### src/design/fcbs_pkg.sv
package fcbs_pkg;

  localparam int unsigned MS_W   = 10;
  localparam int unsigned BLINK_W = 3;
  localparam int unsigned FLAGS_W = 5;
  localparam int unsigned CFG_IDX_W = 1;
  localparam int unsigned CFG_DATA_W = FLAGS_W;
  localparam int unsigned TDATA_W = 8;

  // register indexes
  localparam logic [CFG_IDX_W-1:0] REG_FAULT_FLAGS = 1'd0;
  localparam logic [CFG_IDX_W-1:0] REG_ACTIVE      = 1'd1;

  // phase codes as seen on the output
  localparam logic [1:0] PHASE_HEADER = 2'd0;
  localparam logic [1:0] PHASE_DETAIL = 2'd1;
  localparam logic [1:0] PHASE_GAP    = 2'd2;
  localparam logic [1:0] PHASE_IDLE   = 2'd3;

  localparam logic [MS_W-1:0] HEADER_ON_MS      = 10'd200;
  localparam logic [MS_W-1:0] HEADER_OFF_MS     = 10'd200;
  localparam logic [MS_W-1:0] BLUE_LIT_MS       = 10'd200;
  localparam logic [MS_W-1:0] DETAIL_OFF_NORMAL = 10'd500;
  localparam logic [MS_W-1:0] DETAIL_OFF_CLOCK  = 10'd300;
  localparam logic [MS_W-1:0] GAP_MS            = 10'd1000;
  localparam logic [BLINK_W-1:0] HEADER_BLINKS  = 3'd2;

  localparam logic [BLINK_W-1:0] BLINKS_IMU_BARO = 3'd5;
  localparam logic [BLINK_W-1:0] BLINKS_POWER    = 3'd2;
  localparam logic [BLINK_W-1:0] BLINKS_IMU      = 3'd3;
  localparam logic [BLINK_W-1:0] BLINKS_BARO     = 3'd4;
  localparam logic [BLINK_W-1:0] BLINKS_CLOCK    = 3'd6;

  typedef struct packed {
    logic                  we;
    logic [CFG_IDX_W-1:0]  index;
    logic [CFG_DATA_W-1:0] data;
  } cfg_write_t;

  typedef struct packed {
    logic [1:0] phase;
    logic       blue_on;
    logic       red_on;
  } result_t;

endpackage

### src/design/fcbs_core.sv
module fcbs_core
  import fcbs_pkg::*;
(
  input  logic       clk,
  input  logic       rst,
  input  cfg_write_t cfg,
  input  logic       tick,
  output result_t    result_next
);

  typedef enum logic [1:0] {
    ST_HEADER = 2'd0,
    ST_DETAIL = 2'd1,
    ST_GAP    = 2'd2,
    ST_IDLE   = 2'd3
  } state_t;

  state_t               state, state_next;
  logic [FLAGS_W-1:0]   fault_flags, fault_flags_next;
  logic [MS_W-1:0]      ms_count, ms_count_next;
  logic [BLINK_W-1:0]   blinks_left, blinks_left_next;
  logic                 lit_half, lit_half_next;
  logic [BLINK_W-1:0]   detail_count, detail_count_next;
  logic [MS_W-1:0]      blue_dark_ms, blue_dark_ms_next;

  logic [MS_W-1:0]      ms_inc;
  logic [MS_W-1:0]      half_len;
  logic [BLINK_W-1:0]   blinks_dec;
  logic                 imu, baro, pwr, clk_fault;
  logic [BLINK_W-1:0]   dec_count;
  logic [MS_W-1:0]      dec_off;

  // flag priority decode
  always_comb begin
    imu       = |fault_flags[1:0];
    baro      = fault_flags[2];
    pwr       = fault_flags[3];
    clk_fault = fault_flags[4];
    dec_off   = DETAIL_OFF_NORMAL;
    priority if (imu && baro) begin
      dec_count = BLINKS_IMU_BARO;
    end else if (pwr) begin
      dec_count = BLINKS_POWER;
    end else if (imu) begin
      dec_count = BLINKS_IMU;
    end else if (baro) begin
      dec_count = BLINKS_BARO;
    end else if (clk_fault) begin
      dec_count = BLINKS_CLOCK;
      dec_off   = DETAIL_OFF_CLOCK;
    end else begin
      dec_count = '0;
    end
  end

  always_comb begin
    unique case (state)
      ST_HEADER: half_len = lit_half ? HEADER_ON_MS : HEADER_OFF_MS;
      ST_DETAIL: half_len = lit_half ? BLUE_LIT_MS : blue_dark_ms;
      default:   half_len = GAP_MS;
    endcase
  end

  assign ms_inc     = ms_count + MS_W'(1);
  assign blinks_dec = blinks_left - BLINK_W'(1);

  always_comb begin
    state_next         = state;
    fault_flags_next   = fault_flags;
    ms_count_next      = ms_count;
    blinks_left_next   = blinks_left;
    lit_half_next      = lit_half;
    detail_count_next  = detail_count;
    blue_dark_ms_next  = blue_dark_ms;
    if (cfg.we) begin
      unique case (cfg.index)
        REG_FAULT_FLAGS: fault_flags_next = cfg.data[FLAGS_W-1:0];
        REG_ACTIVE: begin
          ms_count_next = '0;
          if (cfg.data[0]) begin
            state_next       = ST_HEADER;
            blinks_left_next = HEADER_BLINKS;
            lit_half_next    = 1'b1;
          end else begin
            state_next       = ST_IDLE;
            blinks_left_next = '0;
            lit_half_next    = 1'b0;
          end
        end
      endcase
    end else if (tick && state != ST_IDLE) begin
      if (ms_inc >= half_len) begin
        ms_count_next = '0;
        if (state == ST_GAP) begin
          state_next       = ST_HEADER;
          blinks_left_next = HEADER_BLINKS;
          lit_half_next    = 1'b1;
        end else if (lit_half) begin
          lit_half_next = 1'b0;
        end else if (blinks_dec != '0) begin
          blinks_left_next = blinks_dec;
          lit_half_next    = 1'b1;
        end else begin
          blinks_left_next = blinks_dec;
          lit_half_next    = 1'b0;
          state_next       = ST_GAP;
          // end of the red header: latch this pass's blue pattern
          if (state == ST_HEADER) begin
            detail_count_next = dec_count;
            blue_dark_ms_next = dec_off;
            if (dec_count != '0) begin
              state_next       = ST_DETAIL;
              blinks_left_next = dec_count;
              lit_half_next    = 1'b1;
            end
          end
        end
      end else begin
        ms_count_next = ms_inc;
      end
    end
  end

  always_comb begin
    result_next.phase   = 2'(state_next);
    result_next.red_on  = (state_next == ST_HEADER) && lit_half_next;
    result_next.blue_on = (state_next == ST_DETAIL) && lit_half_next;
  end

  always_ff @(posedge clk) begin
    if (rst) begin
      state         <= ST_IDLE;
      fault_flags   <= '0;
      ms_count      <= '0;
      blinks_left   <= '0;
      lit_half      <= 1'b0;
      detail_count  <= '0;
      blue_dark_ms  <= DETAIL_OFF_NORMAL;
    end else begin
      state         <= state_next;
      fault_flags   <= fault_flags_next;
      ms_count      <= ms_count_next;
      blinks_left   <= blinks_left_next;
      lit_half      <= lit_half_next;
      detail_count  <= detail_count_next;
      blue_dark_ms  <= blue_dark_ms_next;
    end
  end

endmodule

### src/design/fault_code_blink_sequencer.sv
// the result of an accepted tick transaction is registered into the output buffer before it reaches m_tdata
// throughput: one tick per cycle while s_tready is high; the sequencer state updates in a single pass
// a two-entry output buffer keeps s_tready high while one result waits
// reset (rst, synchronous, active high): idle phase, leds dark, flags cleared,
// output buffer empty
module fault_code_blink_sequencer
  import fcbs_pkg::*;
(
  input  logic                  clk,
  input  logic                  rst,
  input  logic                  s_tvalid,
  output logic                  s_tready,
  input  logic [TDATA_W-1:0]    s_tdata,   // [0] ms_tick
  output logic                  m_tvalid,
  input  logic                  m_tready,
  output logic [TDATA_W-1:0]    m_tdata,   // [0] red_on, [1] blue_on, [3:2] phase
  input  logic                  cfg_we,
  input  logic [CFG_IDX_W-1:0]  cfg_index,
  input  logic [CFG_DATA_W-1:0] cfg_data
);

  cfg_write_t cfg;
  result_t    result_next;
  result_t    out_data, skid_data;
  logic       skid_valid;
  logic       push, pop;

  assign cfg.we    = cfg_we;
  assign cfg.index = cfg_index;
  assign cfg.data  = cfg_data;

  assign s_tready = !skid_valid;
  assign push     = s_tvalid && s_tready;
  assign pop      = m_tvalid && m_tready;

  fcbs_core u_core (
    .clk         (clk),
    .rst         (rst),
    .cfg         (cfg),
    .tick        (push && s_tdata[0]),
    .result_next (result_next)
  );

  always_ff @(posedge clk) begin
    if (rst) begin
      m_tvalid   <= 1'b0;
      skid_valid <= 1'b0;
    end else if (pop) begin
      if (skid_valid) begin
        out_data   <= skid_data;
        skid_valid <= push;
        if (push) skid_data <= result_next;
      end else begin
        m_tvalid <= push;
        if (push) out_data <= result_next;
      end
    end else if (push) begin
      if (!m_tvalid) begin
        out_data <= result_next;
        m_tvalid <= 1'b1;
      end else begin
        skid_data  <= result_next;
        skid_valid <= 1'b1;
      end
    end
  end

  assign m_tdata = {{(TDATA_W-$bits(result_t)){1'b0}}, out_data};

endmodule

### config.mk
export PLATFORM = sky130hd
export DESIGN_NAME = fault_code_blink_sequencer
export DESIGN_NICKNAME = d
export VERILOG_FILES = /design/src/design/fcbs_pkg.sv /design/src/design/fcbs_core.sv /design/src/design/fault_code_blink_sequencer.sv
export SDC_FILE = /design/constraint.sdc
export NUM_CORES = 1
export LEC_CHECK = 0
export ABC_AREA = 1
export BUFFER_PORTS_ARGS = -buffer_cell sky130_fd_sc_hd__buf_2
export CAP_MARGIN = 20
export CELL_PAD_IN_SITES_DETAIL_PLACEMENT = 1
export CELL_PAD_IN_SITES_GLOBAL_PLACEMENT = 1
export CORE_MARGIN = 3
export CORE_UTILIZATION = 44
export DETAILED_ROUTE_END_ITERATION = 12
export HOLD_SLACK_MARGIN = 0.1
export PLACE_DENSITY_LB_ADDON = 0.15
export SYNTH_ARGS = -nofsm -noshare
export SYNTH_HDL_FRONTEND = slang
export SYNTH_SLANG_ARGS = --single-unit
### constraint.sdc
create_clock -name clk -period 7.51 [get_ports clk]
set_input_delay 0 -clock clk [delete_from_list [all_inputs] [get_ports clk]]
set_output_delay 0 -clock clk [all_outputs]
set_load 0.005 [all_outputs]
# Word-level counts from Yosys, hierarchy flattened
# Index checks and enable logic that the tools add are counted.
[totals]
ff_bits = 41
in_bits = 19
elab_cells = 120
[op_classes]
addsub = 2
order_cmp = 1
n_eq_ne = 9
mux = 62
n_bitwise = 6
reduce_logical = 26
[ops]
columns = ["cell", "n"]
rows = [
  ["two-way mux 10 bit", 9],
  ["two-way mux 3 bit", 14],
  ["two-way mux 4 bit", 9],
  ["two-way mux 2 bit", 11],
  ["case mux 10 bit (2 select lines)", 1],
  ["two-way mux 1 bit", 17],
  ["AND reduction 4 bit", 3],
  ["adder 10 x 1 -> 10 bit, second input constant", 1],
  ["greater-or-equal comparator 10 bit", 1],
  ["nonzero test 2 bit", 5],
  ["two-way mux 8 bit", 1],
  ["AND reduction 2 bit", 4],
  ["logical AND 1 bit", 7],
  ["AND reduction 7 bit", 1],
  ["inequality test 2 bit, second input constant", 3],
  ["inverter 1 bit", 6],
  ["nonzero test 3 bit", 2],
  ["== test 2 x 1 -> 1 bit, second input constant", 2],
  ["zero test 2 bit", 2],
  ["inequality test 2 x 1 -> 1 bit, second input constant", 2],
  ["inequality test 3 bit, second input constant", 1],
  ["subtractor 3 x 1 -> 3 bit, second input constant", 1],
  ["== test 2 bit, second input constant", 1],
  ["OR reduction 2 bit", 1],
  ["zero test 1 bit", 1],
]

# Logic depth before layout (Yosys ltp)
# Gate-level depths: netlist of the first run.
[depth]
word_depth = 19
depth_mapped = 20
depth_no_buf = 20

# Cells and area by module
# A second synthesis of the first run with hierarchy kept.
[hier_totals]
hier_cells = 295
hier_area_um2 = 2059.5
[modules_own_cells]
columns = ["module", "n_inst", "cells_per_inst", "area_each_um2"]
rows = [
  ["fcbs_core", 1, 248, 1612.8],
  ["fault_code_blink_sequencer", 1, 47, 446.7],
]

# Worst setup path before layout of the first run
# OpenSTA, ideal clock, no wires.
[synth_timing]
path_type = "register to register"
from = "register u_core.ms_count[0]"
to = "register out_data, in the netlist m_tdata[3], data pin"
setup_ns = 0.253
arrival_ns = 2.320
t_required_ns = 7.257
path_slack_ns = 4.937
path_stages_with_launch = 18
path_buffers = 0
cell_sequence = "dfxtp_1 > inv_1 > nor3_1 > nand2_1 > nor2_1 > nand3_1 > xor2_1 > inv_1 > ha_1 > a21oi_1 > o21a_1 > nand2_2 > nand3b_1 > nand2_1 > a21oi_4 > nand2_1 > o21ai_1 > inv_1"
[synth_via]
elab_chain_cells = 8
word_cells_on_any_way = 10
[synth_lines]
columns = ["item", "line", "text"]
rows = [
  ["start: declaration", "fcbs_core.sv:20", "logic [MS_W-1:0] ms_count, ms_count_next;"],
  ["start signal: assignment", "fcbs_core.sv:142", "ms_count <= ms_count_next;"],
  ["adder 10 x 1 -> 10 bit *", "fcbs_core.sv:64", "assign ms_inc = ms_count + MS_W'(1);"],
  ["greater-or-equal comparator 10 bit *", "fcbs_core.sv:92", "if (ms_inc >= half_len) begin"],
  ["two-way mux 2 bit *", "fcbs_core.sv:92", ""],
  ["two-way mux 2 bit *", "fcbs_core.sv:91", "end else if (tick && state != ST_IDLE) begin"],
  ["two-way mux 2 bit *", "fcbs_core.sv:75", "if (cfg.we) begin"],
  ["two-way mux 4 bit, on equally long branches", "fault_code_blink_sequencer.sv:58, fault_code_blink_sequencer.sv:55", ""],
  ["two-way mux 4 bit, on equally long branches", "fault_code_blink_sequencer.sv:57, fault_code_blink_sequencer.sv:49", ""],
  ["two-way mux 4 bit *", "fault_code_blink_sequencer.sv:48", "end else if (pop) begin"],
  ["end signal: assignment", "fault_code_blink_sequencer.sv:50", "out_data <= skid_data;"],
  ["end signal: assignment", "fault_code_blink_sequencer.sv:55", "if (push) out_data <= result_next;"],
  ["end signal: assignment", "fault_code_blink_sequencer.sv:59", "out_data <= result_next;"],
  ["end: declaration", "fault_code_blink_sequencer.sv:24", "result_t out_data, skid_data;"],
]
# Mark *: on every way between the ends. The rest lies on a longest branch, timed or not. The select of a mux whose other input is x is not followed.
# A chain may end at the register's enable or synchronous reset.

# Worst setup path after layout of the first run
[layout_timing]
from = "register u_core.ms_count[1]"
to = "register out_data, in the netlist m_tdata[3], data pin"
# The elaborated chain is that of the path after synthesis.

==> summary.md, run 1 <==
| Metric | Value |
|---|---|
| Synth async-reset ratio | 0 |
| Grt total ovfl | 0 |
| Die span in x | between 70 and 80 µm |
| Post-synthesis area per instance | 7.05 µm² |
| Number of remaining DRC errors | 0 |
| Synth Area in Simple Gates | 0.279 |
| EDFF count, synth | 8 |
| Count of cell types in the netlist | 31 |
| Port bufs | 17 |
| Pwr Density | 164 nW/µm² |
| Worst-path fanout max | 8 |
| Critical Path AT | 3.06 ns |
| Post-layout util | 0.546 |
| IR drop worst, VDD | approximately 0.086 mV |
| Final worst path period share | 0.402 |
| Dominant cell type by area after synthesis | dfxtp_1 |
| Reg-to-reg slack, setup | 4.49 ns |
| Setup violations, final | 0 |
| Top post-synthesis cells by area | dfxtp_1, nand2_1, edfxtp_1 |
| Clock Latency Late Sink | roughly 0.28 ns |
| First-pass detailed-route iteration total | 4 |
| Diode count | 0 |
| ANT nets after route | 0 |
| Initial DRC count | 87 |
| Register-to-Register Path Depth | 17 |
| Synth top area share | 0.249 |
| Main combinational cell family by area after synthesis | simple AND/OR/NAND/NOR gates |
| Setup bufs post-CTS | 0 |
| Synth cell count leaders | nand2_1, inv_1, nor2_1 |
| Required @ worst endpoint | around 7.6 ns |
| Endpoint class of the critical path | flip-flop |
| Worst Hold Margin | between 0.09 and 0.1 ns |
| Crit Path Class | flip-flop to flip-flop |
| WHS Endpoint | u_core.blinks_left[1] |
| Clock buffer depth | 2 |
| Main flop type after synthesis | dfxtp_1 |
| HP Class | primary input to flip-flop |
| H-Tree Level Count | 2 |
| Die Y-Extent | between 70 and 80 µm |
| Critical register-to-register path endpoint | m_tdata[3] |
| Post-Synth XOR/XNOR Area | 0.0349 |
| Status | completed |
| Yosys reg bits | 33 |
| RSZ-0062 raised after global routing | no |
| Cells after Synth | between 200 and 300 |
| Vias/cell | 5.21 |
| Reg clk slew, reported paths | 0.07 ns |
| Final worst setup slack | between 4 and 5 ns |
| Hold depth | 2 |
| Setup TNS | 0 ns |
| Post-CTS sizing | 0 |
| Synth Area in Compound Gates | 0.137 |
| DP Worst Slack | approximately 4.5 ns |
| NumNets Final | approximately 340 |
| Synthesis Warnings | 0 |
| Detailed-route via count | 1895 |
| CTS tree | yes |
| Total die area | roughly 5400 µm² |
| Post-route minimum period | 3.02 ns |
| Final GP Congestion | between 0.8 and 0.9 |
| GRT Total Usage | 0.205 |
| Post-cts hold buffer count | 9 |
| CP Launch Type | flip-flop |
| Relative slew slack | 0.540 |
| Site row count | 23 |
| Max capacitance violation total | 0 |
| CTS Buf Count | 5 |
| Final slew viol count | 0 |
| Fmax | 331 MHz |
| Adder-Cell Fraction of Synth Area | 0.0748 |
| Cell area after synthesis | 2010 µm² |
| Layout cells sized above 1 | 0.0987 |
| Post-synthesis mux area share | 0 |
| # IOs | 29 |
| # clock sinks | 33 |
| Count leader, synth | nand2_1 |
| Starting Density | 0.478 |
| Synth-to-Final Area Change | 14.1% |
| Final wirelength | around 5 mm |
| Pin count of the biggest net entering global routing | 17 |
| Final hold viol count | 0 |
| Core ar. | around 4200 µm² |
| Seq/Total Area, Yosys | 0.369 |
| Global-route wire length before repair | ~8.5 mm |
| FILL cells | ~570 |
| DP HPWL | roughly 3.8 mm |
| Tightest Pin Transition | approximately 0.69 ns |
| Clock skew | a little under 0.002 ns |
| Pwr Total | between 300 and 400 µW |
| Routed wire per std cell | approximately 14 µm |
| Clk Tree Root Cell | clkbuf_8 |
| Number of global-route vias before repair | between 1500 and 2000 |
| Initial antenna violation count | 0 |
| Reg-to-Reg Start | u_core.ms_count[1] |
| Reported leakage power | 1.08 nW |
| Hold path start | rst |
-- through the flow --
| step | std cells | area [µm²] |
|---|---|---|
| after global routing | 364 | 2290 |
| after floorplan | 288 | 2020 |
| after detailed placement | 347 | 2120 |
| after global placement | 347 | 2120 |
| final | 364 | 2290 |
| after CTS | 364 | 2290 |
-- state kept, by name (all words and copies together) (netlist names) --
name and count:
u_core.ms_count 10, u_core.fault_flags 5, m_tdata 4, skid_data 4, u_core.blinks_left 3, u_core.blue_dark_ms 2
u_core.state 2, m_tvalid 1, skid_valid 1, u_core.lit_half 1
-- layout make-up --
class / instances / area (µm²) / area share
Clock buffer: 5 / 68.8 / 0.0300
Clock inverter: 3 / 12.5 / 0.00546
Inverter: 43 / 161 / 0.0704
Multi-Input combinational cell: 204 / 1070 / 0.467
Sequential cell: 33 / 741 / 0.323
Tap cell: 50 / 62.6 / 0.0273
Timing Repair Buffer: 26 / 175 / 0.0764
-- per-layer routing --
metal  vias up  wire (µm)  GRT usage
met5         -          0          0
met4         0         53     0.0563
met3         6        195     0.0492
met2        31       2570      0.360
met1       891       2210      0.247
li1        967          -          -
-- how the worst max path moves through the flow --
stage                     depth (start not counted)                    end                from  slack (ns)
final                                            17             m_tdata[3]  u_core.ms_count[1]        4.49
after global routing                             17             m_tdata[3]  u_core.ms_count[1]        4.14
after CTS                                        17             m_tdata[3]  u_core.ms_count[0]        4.46
after detailed placement                         17             m_tdata[3]  u_core.ms_count[0]        4.50
after global placement                           15  u_core.blinks_left[2]  u_core.ms_count[0]        4.63
after floorplan                                  17             m_tdata[3]  u_core.ms_count[0]        4.94
-- logic make-up (layout without fill, tap and decap cells) --
family,count (synthesis),count (layout)
simple gates,131,131
other cells,1,4
buf+inv,51,77
compound gates,49,49
fa+ha+maj,12,12
flops,33,33
xor+xnor,8,8
-- where the power goes --
part	switching (mW)	leakage (nW)	internal, mW	total, mW
sequential	0.00521	0.280	0.189	0.194
combinational	0.0351	0.754	0.0196	0.0547
clock	0.0642	0.0430	0.0623	0.126
-- critical path, stage by stage, from the launching register on --
cell and delay [ns]:
dfxtp_1 0.41, inv_1 0.07, nor3_1 0.28, nand2_1 0.09, nor2_1 0.17, nand3_1 0.11, xor2_1 0.16, inv_1 0.08
ha_1 0.31, a21oi_1 0.16, o21a_1 0.16, nand2_2 0.13, nand3b_1 0.11, nand2_1 0.09, a21oi_4 0.24, nand2_1 0.08
o21ai_1 0.08, inv_1 0.06
-- cells in the final DEF, fill, tap and decap left out --
cell type	n
nor2_4	1
xor2_1	5
conb_1	4
nand2_1	71
clkinv_2	1
dfxtp_1	25
a221oi_1	1
a21oi_4	1
o21a_1	1
buf_2	17
o211a_1	2
nand3_2	1
nand3_1	11
xnor2_1	3
ha_1	12
inv_2	1
clkinv_1	2
edfxtp_1	8
a31oi_1	1
inv_1	42
nor2_2	2
clkbuf_8	5
or3_1	1
nand2_2	2
o22ai_1	1
o21ai_0	16
nor2_1	29
nor3_1	4
dlygate4sd3_1	9
a21oi_1	25
nand4_1	8
o21ai_1	1
nand3b_1	1
(Power assumes the default switching activity.)
==> inputs of run 2 (changes only) <==
--- a/config.mk
+++ b/config.mk
@@ -5,13 +5,13 @@
 export SDC_FILE = /design/constraint.sdc
 export NUM_CORES = 1
 export LEC_CHECK = 0
-export ABC_AREA = 1
+export ABC_AREA = 0
 export BUFFER_PORTS_ARGS = -buffer_cell sky130_fd_sc_hd__buf_2
 export CAP_MARGIN = 20
 export CELL_PAD_IN_SITES_DETAIL_PLACEMENT = 1
 export CELL_PAD_IN_SITES_GLOBAL_PLACEMENT = 1
 export CORE_MARGIN = 3
-export CORE_UTILIZATION = 44
+export CORE_UTILIZATION = 43
 export DETAILED_ROUTE_END_ITERATION = 12
 export HOLD_SLACK_MARGIN = 0.1
 export PLACE_DENSITY_LB_ADDON = 0.15
==> constraint.sdc (replaced) <==
create_clock -name clk -period 3.2 [get_ports clk]
set_input_delay 0 -clock clk [delete_from_list [all_inputs] [get_ports clk]]
set_output_delay 0 -clock clk [all_outputs]
set_load 0.005 [all_outputs]
==> summary.md, run 2 <==
| Metric | Value |
|---|---|
| Number of remaining DRC errors | 0 (unchanged) |
| CTS Buf Count | 5 (unchanged) |
| Cells along the critical path | and4_1 > nand4_1 > nor2_2 > xor2_1 > ha_1 > a41o_1 > a21oi_2 > nand2b_4 > a21oi_1 > a311o_4 > mux2_2 |
| Main flop type after synthesis | dfxtp_1 |
| HP Class | primary input to flip-flop |
| Reg-to-Reg Start | u_core.ms_count[5] |
| CP Launch Type | flip-flop |
| Status | completed |
| Top reg by flops | u_core.ms_count |
| ANT nets after route | 0 (unchanged) |
| Clock Latency Late Sink | 0.29 ns (about the same) |
| Largest register FFs | 10 (unchanged) |
| Most common cell after layout, fill and taps aside | nor2_1 |
| Starting Density | 0.454 (-0.0235) |
| Clk Tree Root Cell | clkbuf_8 |
| Pin count of the biggest net entering global routing | 28 (+11) |
| Global-route wire length before repair | 7.94 mm (-6.9%) |
| Most frequent cells in the layout | nor2_1, dfxtp_1, buf_2 |
| Setup bufs post-CTS | 0 (unchanged) |
| Max capacitance violation total | 0 (unchanged) |
| Reg clk slew, reported paths | 0.07 ns (about the same) |
| # IOs | 29 (unchanged) |
| Fmax | 328 MHz (-0.80%) |
| # clock sinks | 33 (unchanged) |
| Relative slew slack | 0.413 (-0.126) |
| Sw Pwr | 245 µW (+130%) |
| CP max stage cell | a311o_4 |
| Layout cells sized above 1 | 0.200 (+0.101) |
| Core ar. | 4470 µm² (+6.5%) |
| Initial antenna violation count | 0 (unchanged) |
| Required @ worst endpoint | 3.24 ns (-4.31 ns) |
| Vias/cell | 5.60 (+7.5%) |
| DP HPWL | 3.38 mm (-10%) |
| EDFF count, synth | 8 (unchanged) |
| Reported leakage power | 0.969 nW (-10%) |
| Post-layout util | 0.522 (-0.0235) |
| DP Worst Slack | 0.0908 ns (-4.41 ns) |
| Tightest Pin Transition | 0.868 ns (+0.177 ns) |
| Cells after Synth | 222 (-22%) |
| Dominant cell type by area after synthesis | dfxtp_1 |
| CTS tree | yes |
| Cell area after synthesis | 2030 µm² (+1.2%) |
| Critical Path AT | 3.09 ns (+0.03 ns) |
| Final hold viol count | 0 (unchanged) |
| Worst-path fanout max | 7 (-1) |
| Top post-synthesis cells by area | dfxtp_1, edfxtp_1, ha_1 |
| Cell Int Power | 645 µW (+140%) |
| Initial DRC count | 55 (-37%) |
| Final GP Congestion | 0.781 (-5.8%) |
| Die span in x | 74.8 µm (+1.6%) |
| Clock share of power | 0.340 (+0.003) |
| GRT Total Usage | 0.182 (-0.0227) |
| Sw Share | 0.275 (-0.00359) |
| Count leader, synth | nor2_1 |
| Worst path max stage delay | 0.43 ns (+0.02 ns) |
| Grt total ovfl | 0 (unchanged) |
| Port bufs | 17 (unchanged) |
| First-pass detailed-route iteration total | 4 (unchanged) |
| Synth cell count leaders | nor2_1, dfxtp_1, a21oi_1 |
| Critical register-to-register path endpoint | m_tdata[3] |
| Hold path start | rst |
| IR drop worst, VDD | 0.205 mV (+140%) |
| Routed wire per std cell | 15.3 µm (+11%) |
| Setup violations, final | 0 (unchanged) |
| Combinational share of power | 0.148 (+0.002) |
| WP buf/inv | 0 (-3) |
| Crit Path Class | flip-flop to flip-flop |
| Synth async-reset ratio | 0 (unchanged) |
| Count of cell types in the netlist | 52 (+68%) |
| Register-to-Register Path Depth | 11 (-6) |
| Clock skew | 0.00601 ns (+0.00406 ns) |
| WHS Endpoint | u_core.ms_count[1] |
| Die Y-Extent | 74.8 µm (+1.6%) |
| Seq/Total Area, Yosys | 0.364 (-0.00454) |
| H-Tree Level Count | 2 (unchanged) |
| Placed insts | 286 (-18%) |
| Endpoint class of the critical path | flip-flop |
| Detailed-route via count | 1690 (-11%) |
| Crit path from | u_core.ms_count[5] |
| Final worst setup slack | 0.154 ns (-4.33 ns) |
| Post-route minimum period | 3.05 ns (+0.0244 ns) |
| Clock buffer depth | 2 (unchanged) |
| Final slew viol count | 0 (unchanged) |
| Synth-to-Final Area Change | 14.9% |
| Reg-to-reg slack, setup | 0.15 ns (-4.33 ns) |
| Final wirelength | 4.61 mm (-8.1%) |
| Worst Hold Margin | 0.167 ns (+0.0700 ns) |
| Hold depth | 2 (unchanged) |
| Site row count | 24 (+4.3%) |
| Diode count | 0 (unchanged) |
| NumNets Final | 280 (-19%) |
| Synth top area share | 0.246 (-0.00307) |
| Post-synthesis area per instance | 9.16 µm² (+30%) |
| Sequential power share | 0.512 (-0.005) |
| Biggest regs | u_core.ms_count (10), u_core.fault_flags (5) |
| Synthesis Warnings | 0 (unchanged) |
| Yosys reg bits | 33 (unchanged) |
| Pwr Density | 381 nW/µm² (+130%) |
| Total die area | 5590 µm² (+3.3%) |
| Non-filler cells in the finished layout | 302 (-17%) |
| Final worst path period share | 0.952 (+0.549) |
| Number of global-route vias before repair | 1660 (-13%) |
| Cell family with most CP delay | compound AO/OA/AOI/OAI gates |
## run 2: cell types whose count changed after synthesis, sizes merged, moves of 4 or more
| cell | change |
|---|---|
| a211oi | +4 |
| a21o | +5 |
| a21oi | -9 |
| a22oi | +8 |
| inv | -29 |
| mux2i | +8 |
| nand2 | -61 |
| nand2b | +4 |
| nand3 | -5 |
| nand4 | -5 |
| nor2 | -5 |
| o21ai | -13 |
| xnor2 | +4 |
## run 2: worst max-delay path by stage
stage / slack, ns / end / cells after the start
final: 0.15 / m_tdata[3] / 11
after global routing: -0.05 / m_tdata[3] / 11
after CTS: 0.07 / m_tdata[3] / 11
after detailed placement: 0.09 / m_tdata[3] / 11
after global placement: 0.19 / m_tdata[3] / 11
after floorplan: 0.29 / m_tdata[3] / 11
## run 2: what timing repair did
| item | 4_1_cts | 5_1_grt |
|---|---|---|
| hold buffers | 8 | 0 |
| hold endpoints to repair | 7 | 0 |
| resized for setup | 0 | 5 |
| endpoints found under the setup margin | 0 | 6 |
## run 2: cell families (layout without fill, tap and decap cells)
kind of cell	after synthesis	count (layout)	share of synthesized area
flops	33	33	0.364
buf+inv	26	51	0.0572
xor+xnor	9	9	0.0388
fa+ha+maj	12	12	0.0738
compound gates	57	57	0.222
other cells	1	4	0.00184
simple gates	73	73	0.186
mux	11	11	0.0560
## run 2: cell type report
| cell class | instances | area (µm²) |
|---|---|---|
| clock inverter | 3 | 12.5 |
| fill | 533 | 2140 |
| tap | 52 | 65.1 |
| multi-input combinational | 166 | 1200 |
| clock buffer | 5 | 68.8 |
| sequential | 33 | 743 |
| timing repair buffer | 29 | 195 |
| inverter | 14 | 52.6 |
## run 2: metal layers
layer	vias to the layer above	GRT usage	wire, µm
met3	7	0.0454	127
met1	805	0.241	2260
met4	0	0.0474	45
met2	28	0.298	2180
met5	-	0	0
li1	850	-	-
## run 2: metrics by stage
stage | TNS [ns] | instance area, µm² | power (mW)
2_1_floorplan | 0 | 2040 | 0.554
3_3_place_gp | 0 | 2160 | 0.586
3_5_place_dp | 0 | 2160 | 0.589
4_1_cts | 0 | 2320 | 0.900
5_1_grt | -0.132 | 2340 | 0.935
6_report | 0 | 2340 | 0.890
## run 2: power groups by stage
stage                     Combinational (mW)  Sequential (mW)  Clock, mW
after detailed placement               0.124            0.464          0
after global placement                 0.121            0.464          0
final                                  0.132            0.455      0.303
after CTS                              0.133            0.455      0.312
after global routing                   0.148            0.458      0.329
after floorplan                       0.0940            0.460          0
==> inputs of run 3 (changes only) <==
==> constraint.sdc (replaced) <==
create_clock -name clk -period 3.3 [get_ports clk]
set_input_delay 0.66 -clock clk [delete_from_list [all_inputs] [get_ports clk]]
set_output_delay 0.66 -clock clk [all_outputs]
set_load 0.005 [all_outputs]
==> summary.md, run 3 (synthesis results as in run 2) <==
| Metric | Value |
|---|---|
| Cell Area, Placed | 2150 µm² (-0.35%) |
| Clock Latency Late Sink | 0.29 ns (about the same) |
| Relative slew slack | 0.437 (+0.0240) |
| Final slew viol count | 0 (unchanged) |
| Number of global-route vias before repair | 1604 (-3.4%) |
| Routed wire per std cell | 15.2 µm (-0.48%) |
| CTS Buf Count | 5 (unchanged) |
| NumNets Final | 271 (-3.2%) |
| Hold path start | u_core.blue_dark_ms[3] |
| Detailed-route via count | 1666 (-1.4%) |
| Final hold viol count | 0 (unchanged) |
| Final worst path period share | 0.940 (-0.0120) |
| Reg-to-Reg Start | u_core.ms_count[3] |
| Total die area | 5590 µm² (unchanged) |
| # IOs | 29 (unchanged) |
| Grt total ovfl | 0 (unchanged) |
| Final worst setup slack | 0.199 ns (+0.0445 ns) |
| CP Launch Type | flip-flop |
| Pin count of the biggest net entering global routing | 28 (unchanged) |
| IR drop worst, VDD | 0.199 mV (-3.1%) |
| Setup violations, final | 0 (unchanged) |
| Hold depth | 2 (unchanged) |
| Setup bufs post-CTS | 0 (unchanged) |
| Crit path from | u_core.ms_count[3] |
| Final wirelength | 4.45 mm (-3.4%) |
| Most common cell after layout, fill and taps aside | nor2_1 |
| Post-cts hold buffer count | 0 (-8) |
| Number of remaining DRC errors | 0 (unchanged) |
| Placed insts | 285 (-0.35%) |
| First-pass detailed-route iteration total | 4 (unchanged) |
| Site row count | 24 (unchanged) |
| Status | completed |
| Top reg by flops | u_core.ms_count |
| Clock skew | 0.00634 ns (+0.000334 ns) |
| Pwr Total | 856 µW (-3.7%) |
| Register-to-Register Path Depth | 11 (unchanged) |
| Post-route minimum period | 3.10 ns (+0.0555 ns) |
| Die Y-Extent | 74.8 µm (unchanged) |
| Non-filler cells in the finished layout | 293 (-3.0%) |
| Biggest regs | u_core.ms_count (10), u_core.fault_flags (5) |
| Layout cells sized above 1 | 0.199 (-0.000830) |
| Largest register FFs | 10 (unchanged) |
| # clock sinks | 33 (unchanged) |
| Required @ worst endpoint | 3.40 ns (+0.16 ns) |
| H-Tree Level Count | 2 (unchanged) |
| GRT Total Usage | 0.176 (-0.00607) |
| DP HPWL | 3.31 mm (-2.2%) |
| Clk Tree Root Cell | clkbuf_8 |
| Reported leakage power | 0.919 nW (-5.2%) |
| RSZ-0062 raised after global routing | no |
| Global-route wire length before repair | 7.58 mm (-4.5%) |
| Starting Density | 0.454 (unchanged) |
| Multi-input gate area | 1190 µm² (-0.52%) |
| Core ar. | 4470 µm² (unchanged) |
| Reg clk slew, reported paths | 0.07 ns (about the same) |
| Seq. cell area | 742 µm² (-0.17%) |
| Setup TNS | 0 ns (unchanged) |
| Fmax | 322 MHz (-1.8%) |
| Most frequent cells in the layout | nor2_1, dfxtp_1, buf_2 |
| Clock buffer depth | 2 (unchanged) |
| Endpoint class of the critical path | flip-flop |
| DP Worst Slack | 0.191 ns (+0.100 ns) |
| HP Class | flip-flop to flip-flop |
| Crit Path Class | flip-flop to flip-flop |
| Tightest Pin Transition | 0.832 ns (-0.0355 ns) |
| FILL cells | 528 (-0.94%) |
| Port bufs | 17 (unchanged) |
| Max capacitance violation total | 0 (unchanged) |
| Critical Path AT | 3.20 ns (+0.11 ns) |
| Pwr Density | 382 nW/µm² (+0.35%) |
| Initial DRC count | 43 (-22%) |
| ANT nets after route | 0 (unchanged) |
| Diode count | 0 (unchanged) |
| Final GP Congestion | 0.789 (+0.92%) |
| Fin area | 2240 µm² (-4.1%) |
| Vias/cell | 5.69 (+1.6%) |
| Initial antenna violation count | 0 (unchanged) |
| Worst-path fanout max | 7 (unchanged) |
| Synth-to-Final Area Change | 10.2% |
| Die span in x | 74.8 µm (unchanged) |
| CTS tree | yes |
-- run 3: final timing paths --
kind	end	slack, ns
worst min register to register	u_core.blue_dark_ms[3]	0.48
worst max-delay path	m_tdata[0]	0.20
worst max register to register	m_tdata[0]	0.20
worst min-delay path	u_core.blue_dark_ms[3]	0.48
-- run 3: where the power goes --
part / internal [mW] / switching, mW
combinational: 0.0490 / 0.0709
sequential: 0.428 / 0.0136
clock: 0.142 / 0.153
-- run 3: repair_timing --
| item | CTS | global route |
|---|---|---|
| endpoints found under the hold margin | 0 | 0 |
| gates resized for setup | 0 | 3 |
| setup endpoints to repair | 0 | 3 |
-- run 3: worst max-delay path, stage by stage, from the launching register on --
cell      delay [ns]
dfxtp_1         0.41
and4_4          0.26
nand4_1         0.16
nor2_2          0.16
xor2_1          0.22
ha_1            0.29
a41o_1          0.21
a21oi_1         0.14
nand2b_2        0.19
a21oi_1         0.09
a311o_4         0.43
o41ai_2         0.33
-- run 3: routing by layer --
layer | global-route usage | wire length, µm | share of wire | vias up
met3 | 0.0441 | 210 | 0.047 | 4
met4 | 0.0534 | 34 | 0.0076 | 0
met2 | 0.281 | 2060 | 0.46 | 38
met1 | 0.235 | 2150 | 0.48 | 793
met5 | 0 | 0 | 0 | -
li1 | - | - | - | 831
-- run 3: final cells by class --
class	instances	share of cell area
Tap cell	52	0.0290
Inverter	14	0.0235
Sequential cell	33	0.331
Multi-Input combinational cell	166	0.532
Timing Repair Buffer	20	0.0480
Clock inverter	3	0.00558
Clock buffer	5	0.0307
-- run 3: through the flow --
stage	hold slack, ns	util
after floorplan	0.451	-
after global placement	0.461	0.481
after detailed placement	0.466	0.481
after CTS	0.479	0.499
after global routing	0.500	0.501
final	0.476	0.501
